File: config.mk
export PLATFORM = sky130hd
export DESIGN_NAME = bounded_edit_distance
export DESIGN_NICKNAME = d
export VERILOG_FILES = /design/src/hdl/bed_pkg.sv /design/src/hdl/bed_cell.sv /design/src/hdl/bounded_edit_distance.sv
export SDC_FILE = /design/constraint.sdc
export NUM_CORES = 2
export LEC_CHECK = 0
export BUFFER_PORTS_ARGS = -buffer_cell sky130_fd_sc_hd__buf_4
export CORE_MARGIN = 1
export CORE_UTILIZATION = 45
export DETAILED_ROUTE_END_ITERATION = 7
export SYNTH_ARGS = -nofsm -noshare
export SYNTH_HDL_FRONTEND = slang
export SYNTH_SLANG_ARGS = --single-unit
File: constraint.sdc
create_clock -name clk_i -period 6.5 [get_ports clk_i]
set_clock_uncertainty 0.15 [all_clocks]
set_input_delay 1.3 -clock clk_i [delete_from_list [all_inputs] [get_ports clk_i]]
set_output_delay 1.3 -clock clk_i [all_outputs]
set_load 0.01 [all_outputs]
File: src/hdl/bed_pkg.sv
`timescale 1ns / 1ps

package bed_pkg;

  localparam int unsigned MAX_PATTERN = 64;
  // Wide enough to hold the pattern length itself, 0 .. MAX_PATTERN.
  localparam int unsigned LEN_W = $clog2(MAX_PATTERN + 1);
  localparam int unsigned SYM_W = 8;
  localparam int unsigned VAL_W = 7;
  localparam int unsigned LIM_W = 6;
  localparam int unsigned ROW_W = 7;
  localparam logic [LIM_W-1:0] LIMIT_RESET = LIM_W'(3);
  localparam logic [ROW_W-1:0] ROW_MAX = {ROW_W{1'b1}};

  typedef enum logic [1:0] {
    ST_IDLE,
    ST_SWEEP,
    ST_FINISH
  } state_e;

  // Controls shared by every cell of the row.
  typedef struct packed {
    logic             init;
    logic             flush;
    logic [SYM_W-1:0] cmp_sym;
    logic [SYM_W-1:0] wr_sym;
    logic [VAL_W-1:0] sat;
  } cell_ctl_t;

endpackage

File: src/hdl/bed_cell.sv
`timescale 1ns / 1ps

module bed_cell
  import bed_pkg::*;
(
  input  logic             clk_i,
  input  logic             rst_ni,
  input  cell_ctl_t        ctl_i,
  input  logic             pat_we_i,
  input  logic [VAL_W-1:0] init_i,
  input  logic             go_i,
  input  logic [VAL_W-1:0] left_new_i,
  input  logic [VAL_W-1:0] left_old_i,
  output logic             go_o,
  output logic [VAL_W-1:0] val_o,
  output logic [VAL_W-1:0] old_o
);

  logic [SYM_W-1:0] pat_q;
  logic [VAL_W-1:0] val_q, val_d;
  logic [VAL_W-1:0] old_q;
  logic             active_q;
  logic [VAL_W-1:0] up1, left1, diag, m1, m2;

  always_comb begin
    up1   = val_q + VAL_W'(1);
    left1 = left_new_i + VAL_W'(1);
    diag  = left_old_i + VAL_W'(pat_q != ctl_i.cmp_sym);
    m1    = (up1 < left1) ? up1 : left1;
    m2    = (m1 < diag) ? m1 : diag;
    val_d = (m2 < ctl_i.sat) ? m2 : ctl_i.sat;
  end

  always_ff @(posedge clk_i) begin
    if (pat_we_i) begin
      pat_q <= ctl_i.wr_sym;
    end
    if (ctl_i.init) begin
      val_q <= init_i;
    end else if (go_i) begin
      // The value this cell held before the update is the diagonal of the
      // next cell, which updates in the cycle after.
      old_q <= val_q;
      val_q <= val_d;
    end
  end

  always_ff @(posedge clk_i or negedge rst_ni) begin
    if (!rst_ni) begin
      active_q <= 1'b0;
    end else begin
      active_q <= go_i & ~ctl_i.flush;
    end
  end

  assign go_o  = active_q;
  assign val_o = val_q;
  assign old_o = old_q;

endmodule

File: src/hdl/bounded_edit_distance.sv
`timescale 1ns / 1ps
// A pattern item is accepted in the idle state. A text item is accepted, then the row
// update runs down the cell chain through each pattern cell up to L, the stored pattern
// length, and then the finish state follows; with an empty pattern the finish state follows
// acceptance directly. The result of a last text item is loaded into the output register
// in the finish state, which stretches while an earlier result waits on m_axis_tready.
// Reset clears the pattern length, closed flag, row index and output valid; limit is 3.

module bounded_edit_distance
  import bed_pkg::*;
(
  input  logic             clk_i,
  input  logic             rst_ni,
  input  logic             cfg_we_i,
  input  logic [LIM_W-1:0] cfg_wdata_i,   // distance_limit
  input  logic             s_axis_tvalid,
  output logic             s_axis_tready,
  input  logic [7:0]       s_axis_tdata,  // symbol
  input  logic [0:0]       s_axis_tuser,  // action
  input  logic             s_axis_tlast,
  output logic             m_axis_tvalid,
  input  logic             m_axis_tready,
  output logic [7:0]       m_axis_tdata,  // distance, zero bit
  output logic [0:0]       m_axis_tuser   // within_limit
);

  state_e           state_q, state_d;
  logic [LIM_W-1:0] limit_q;
  logic [LEN_W-1:0] plen_q, plen_d;
  logic             closed_q;
  logic [ROW_W-1:0] tri_q, tri_d;
  logic [LEN_W-1:0] step_q;
  logic             start_q;
  logic [SYM_W-1:0] sym_q;
  logic             last_q;
  logic [VAL_W-1:0] dp0_q, diag0_q;
  logic             out_valid_q;
  logic [VAL_W-1:0] out_dist_q;
  logic             out_within_q;

  logic             accept, is_text, first, sweep_end, fin_ok, out_load;
  logic [VAL_W-1:0] sat, row0_d, dist_sat;
  logic [ROW_W:0]   row;
  logic [LEN_W-1:0] widx;
  logic             wr_ok;
  cell_ctl_t        ctl;

  logic [VAL_W-1:0] val [0:MAX_PATTERN];
  logic [VAL_W-1:0] old [0:MAX_PATTERN-1];
  logic             go  [0:MAX_PATTERN-1];

  assign accept  = s_axis_tvalid & s_axis_tready;
  assign is_text = s_axis_tuser[0];
  assign first   = (tri_q == '0);
  assign sat     = VAL_W'({1'b0, limit_q}) + VAL_W'(1);
  assign row     = {1'b0, tri_q} + (ROW_W + 1)'(1);
  assign row0_d  = (row < (ROW_W + 1)'(sat)) ? VAL_W'(row) : sat;

  // Pattern write position: a new pattern starts over once the last one closed.
  assign widx  = closed_q ? '0 : plen_q;
  assign wr_ok = (widx < LEN_W'(MAX_PATTERN));

  assign sweep_end = (state_q == ST_SWEEP) && (step_q == plen_q);
  assign dist_sat  = (val[plen_q] < sat) ? val[plen_q] : sat;
  assign fin_ok    = !last_q || !out_valid_q || m_axis_tready;
  assign out_load  = (state_q == ST_FINISH) && last_q && fin_ok;

  always_comb begin
    ctl.init    = accept && is_text && first;
    ctl.flush   = sweep_end;
    ctl.cmp_sym = sym_q;
    ctl.wr_sym  = s_axis_tdata;
    ctl.sat     = sat;
  end

  // Next state.
  always_comb begin
    state_d = state_q;
    unique case (state_q)
      ST_IDLE: begin
        if (accept && is_text) begin
          state_d = (plen_q == '0) ? ST_FINISH : ST_SWEEP;
        end
      end
      ST_SWEEP: begin
        if (sweep_end) begin
          state_d = ST_FINISH;
        end
      end
      ST_FINISH: begin
        if (fin_ok) begin
          state_d = ST_IDLE;
        end
      end
      default: state_d = ST_IDLE;
    endcase
  end

  // State outputs.
  always_comb begin
    s_axis_tready = 1'b0;
    unique case (state_q)
      ST_IDLE:   s_axis_tready = 1'b1;
      ST_SWEEP:  s_axis_tready = 1'b0;
      ST_FINISH: s_axis_tready = 1'b0;
      default:   s_axis_tready = 1'b0;
    endcase
  end

  always_comb begin
    plen_d = plen_q;
    tri_d  = tri_q;
    if (accept) begin
      if (is_text) begin
        if (s_axis_tlast) begin
          tri_d = '0;
        end else begin
          tri_d = (tri_q == ROW_MAX) ? ROW_MAX : tri_q + ROW_W'(1);
        end
      end else begin
        tri_d  = '0;
        plen_d = wr_ok ? widx + LEN_W'(1) : widx;
      end
    end
  end

  always_ff @(posedge clk_i or negedge rst_ni) begin
    if (!rst_ni) begin
      state_q     <= ST_IDLE;
      limit_q     <= LIMIT_RESET;
      plen_q      <= '0;
      closed_q    <= 1'b0;
      tri_q       <= '0;
      step_q      <= '0;
      start_q     <= 1'b0;
      out_valid_q <= 1'b0;
    end else begin
      state_q <= state_d;
      plen_q  <= plen_d;
      tri_q   <= tri_d;
      start_q <= accept && is_text && (plen_q != '0);
      if (cfg_we_i) begin
        limit_q <= cfg_wdata_i;
      end
      if (accept && !is_text) begin
        closed_q <= s_axis_tlast;
      end
      if (accept) begin
        step_q <= LEN_W'(1);
      end else if (state_q == ST_SWEEP) begin
        step_q <= step_q + LEN_W'(1);
      end
      if (out_load) begin
        out_valid_q <= 1'b1;
      end else if (m_axis_tready) begin
        out_valid_q <= 1'b0;
      end
    end
  end

  always_ff @(posedge clk_i) begin
    if (accept && is_text) begin
      sym_q   <= s_axis_tdata;
      last_q  <= s_axis_tlast;
      diag0_q <= first ? '0 : dp0_q;
      dp0_q   <= row0_d;
    end
    if (out_load) begin
      out_dist_q   <= dist_sat;
      out_within_q <= (dist_sat <= VAL_W'(limit_q));
    end
  end

  assign val[0] = dp0_q;
  assign old[0] = diag0_q;
  assign go[0]  = start_q;

  for (genvar j = 1; j <= MAX_PATTERN; j++) begin : g_cell
    logic [VAL_W-1:0] init_val;
    logic             we;

    assign init_val = (VAL_W'(j) < sat) ? VAL_W'(j) : sat;
    assign we       = accept && !is_text && wr_ok && (widx == LEN_W'(j - 1));

    if (j < MAX_PATTERN) begin : g_mid
      bed_cell u_cell (
        .clk_i      (clk_i),
        .rst_ni     (rst_ni),
        .ctl_i      (ctl),
        .pat_we_i   (we),
        .init_i     (init_val),
        .go_i       (go[j-1]),
        .left_new_i (val[j-1]),
        .left_old_i (old[j-1]),
        .go_o       (go[j]),
        .val_o      (val[j]),
        .old_o      (old[j])
      );
    end else begin : g_end
      bed_cell u_cell (
        .clk_i      (clk_i),
        .rst_ni     (rst_ni),
        .ctl_i      (ctl),
        .pat_we_i   (we),
        .init_i     (init_val),
        .go_i       (go[j-1]),
        .left_new_i (val[j-1]),
        .left_old_i (old[j-1]),
        .go_o       (),
        .val_o      (val[j]),
        .old_o      ()
      );
    end
  end

  assign m_axis_tvalid = out_valid_q;
  assign m_axis_tdata  = {1'b0, out_dist_q};
  assign m_axis_tuser  = out_within_q;

endmodule
==> out/metrics.cfg <==
[synthesis]
synth_top_cell_area_share_pct=37.6
postSynthAreaPerCell_sq_um=10.2
synth-adder-area-share_pct=14.0
synth_edf_count=1432
synth_top_family_by_area=adder cells
synth_xor_area_share_pct=9.38
ys_types=112
synthMuxAreaShare_pct=6.68
synth.top_cells.by_area=edfxtp_1, ha_1, xor2_1, a21oi_1, nor2_1
async_reset_ff_share_pct=6.22
ys_ff_latch=1527
ys.flop_type=edfxtp_1
synth.largest_area_cell=edfxtp_1
ys_seq_area_share_pct=39.7
synthesis.nets=12461
synth_commonest_cells=edfxtp_1, ha_1, nor2_1
synth_compound_area_share_pct=13.7
yosysWarnings=0
synth-simple-area-share_pct=13.4
yosysMostFrequentCell=edfxtp_1
netlist_area_sq_um=114000
synthCells=11195

[final_layout]
layout-drive-gt1-share_pct=14.6
syn_to_final_growth_pct=14.3
seq_area_sq_um=45400
nFillCells=22269
fin_nets=13023
multi_input_area_sq_um=66900

[cts]
cts-root-buf=clkbuf_16
cts.sinks=1527
clockBufferDepth=3
clk_latency_ns=0.88
hold_buffers=0
numCtsBuffers=180
cts.clk_slew.worst_paths_ns=0.06
h-tree-depth=4
cts_tree=built

[global_routing]
overflow=0
grt.total_usage_pct=30.1
grt_max_degree=94
grt_pass1_wl_mm=577
antenna_found_initial=29
grt_pass1_vias=89422

[floorplan]
die_w_um=506
io_pins=32
core_area_sq_um=252000
die_area_sq_um=256000
die_h_um=506
num_rows=184
initial_utilization_pct=45.4

[worst_setup_path]
critical_path_buf_inv_count=3
cp_max_fo=12
worst_ep_required_time_ns=6.96
cp-end-kind=register
cpMaxStageDelayCell=edfxtp_1
worstPathArrival_ns=6.75
start_kind=register
critical-path-max-stage-delay_ns=0.42
critical_path_class=register to register
cp_top_family=compound AO/OA/AOI/OAI gates
path_cells=buf_12 -> buf_4 -> buf_4 -> xor2_1 -> nor4_1 -> nand2_1 -> ha_2 -> ha_1 -> nand3_1 -> xor2_1 -> ha_1 -> a21o_1 -> a21o_1 -> a21o_1 -> nor2_1 -> a21o_2 -> o21ai_0 -> ha_1 -> a21o_1 -> a21o_1 -> a221oi_1 -> nand2_1 -> nor2_4 -> mux2_2
crit_top_cell=a21o_1

[sta]
setup_ws_ns=0.210
finalSetupViolCount=0
clock.fmax_mhz=159
slew_violations=0
finalCriticalPeriod_ns=6.29
finalCritPeriodShare_pct=96.8
slew_headroom_pct=1.59
rsz0062_at_grt=yes
finalHoldViolCount=0
setup_tns_ns=0
tightest_slew_ns=1.46

[placed_design]
pre_cts_slack_ns=-0.121
portBuffers=30
dp_hpwl_mm=294
place_congestion=0.969

[route]
postRouteWirelength_mm=397
postRouteAntennaNets=0
drt_drc_violations_left=0
drt_iter0_markers=9125
via_count=92728
routed_via_density=6.07
dr.pass1.iters=6
routedWlPerCell_um=26.0

[run_status]
status=finished, violations left
violations=capacitance limit

[job]
cap_violations=1

[worst_hold_path]
min_path_type=primary input to async pin

## state kept, by name, summed over array words and instances (netlist names)
register	flops
last_q	1
dp0_q	7
g_cell.g_mid.u_cell.old_o	441
g_cell.g_mid.u_cell.go_o	63
limit_q	6
g_cell.g_mid.u_cell.pat_q	504
start_q	1
sym_q	8
g_cell.g_end.u_cell.pat_q	8
out_dist_q	7
plen_q	7
state_q	2
m_axis_tvalid	1
g_cell.g_mid.u_cell.val_o	441
g_cell.g_end.u_cell.val_o	7
m_axis_tuser	1
closed_q	1
step_q	7
tri_q	7
diag0_q	7
## cells in the final DEF, fill, tap and decap left out, types with 124 or more instances in the layout
master     count
xnor2_1      287
edfxtp_1    1432
xor2_1       902
o21ai_0      480
ha_1        1237
mux2_2       186
clkbuf_16    182
a21oi_1      704
and2_1       165
inv_1        590
nor2_1       916
a21o_1       272
nor4_1       124
nand3_1      553
buf_4        668
mux2i_1      277
nand2_1      681
nand2b_1     190
## logic make-up (layout without fill, tap and decap cells)
kind of cell | Yosys count | count (layout)
multiplexers | 599 | 599
adder cells (fa/ha/maj) | 1292 | 1292
other | 1 | 11
buffers and inverters | 933 | 1642
AO/OA/AOI/OAI | 2411 | 2413
AND/OR/NAND/NOR | 3210 | 3211
flip-flops | 1527 | 1527
XOR/XNOR | 1222 | 1222
## area by class of cell
class	instances	area share, %
Antenna cell	10	0.0192
Tap cell	3348	3.21
Inverter	599	1.74
Sequential cell	1527	34.8
Timing Repair Buffer	711	4.45
Multi-Input combinational cell	8738	51.2
Clock buffer	221	3.61
Clock inverter	111	1.03
## per-stage QoR
stage | hold WS, ns | area [sq um] | util (%) | instances
floorplan | 0.301 | 114000 | - | 11195
global placement | 0.324 | 122000 | 48.6 | 14834
detailed placement | 0.327 | 122000 | 48.6 | 14834
CTS | 0.304 | 128000 | 51.0 | 15167
global route | 0.349 | 131000 | 51.9 | 15256
finish | 0.336 | 131000 | 51.9 | 15265
## worst paths after layout
kind | start | slack (ns) | end | depth (start not counted)
worst max-delay path | sym_q[7] | 0.21 | g_cell[18].g_mid.u_cell.val_o[2] | 24
worst min-delay path | rst_ni | 0.34 | g_cell[40].g_mid.u_cell.go_o | 1
worst max register to register | sym_q[7] | 0.21 | g_cell[18].g_mid.u_cell.val_o[2] | 24
worst min register to register | g_cell[43].g_mid.u_cell.go_o | 0.34 | g_cell[44].g_mid.u_cell.go_o | 1
max in group asynchronous | rst_ni | 4.70 | limit_q[0] | 2
min in group clk_i | g_cell[43].g_mid.u_cell.go_o | 0.34 | g_cell[44].g_mid.u_cell.go_o | 1
## layer usage
layer	routed length (um)	global-route usage, %	part of all wire [%]
met3	33400	5.61	8.4
met1	172000	41.2	43
met4	15700	10.9	3.9
met2	177000	47.2	44
met5	110	0	0.028
## repair_timing
action                                  CTS  global route
buffers inserted                          2            83
endpoints found under the setup margin   68           392
cloned                                    0             5
resized for setup                         8           342
pin swaps                                 1            45
Power is not shown: default switching activity piles up to over one toggle a cycle in this logic, so the estimate is an artifact.
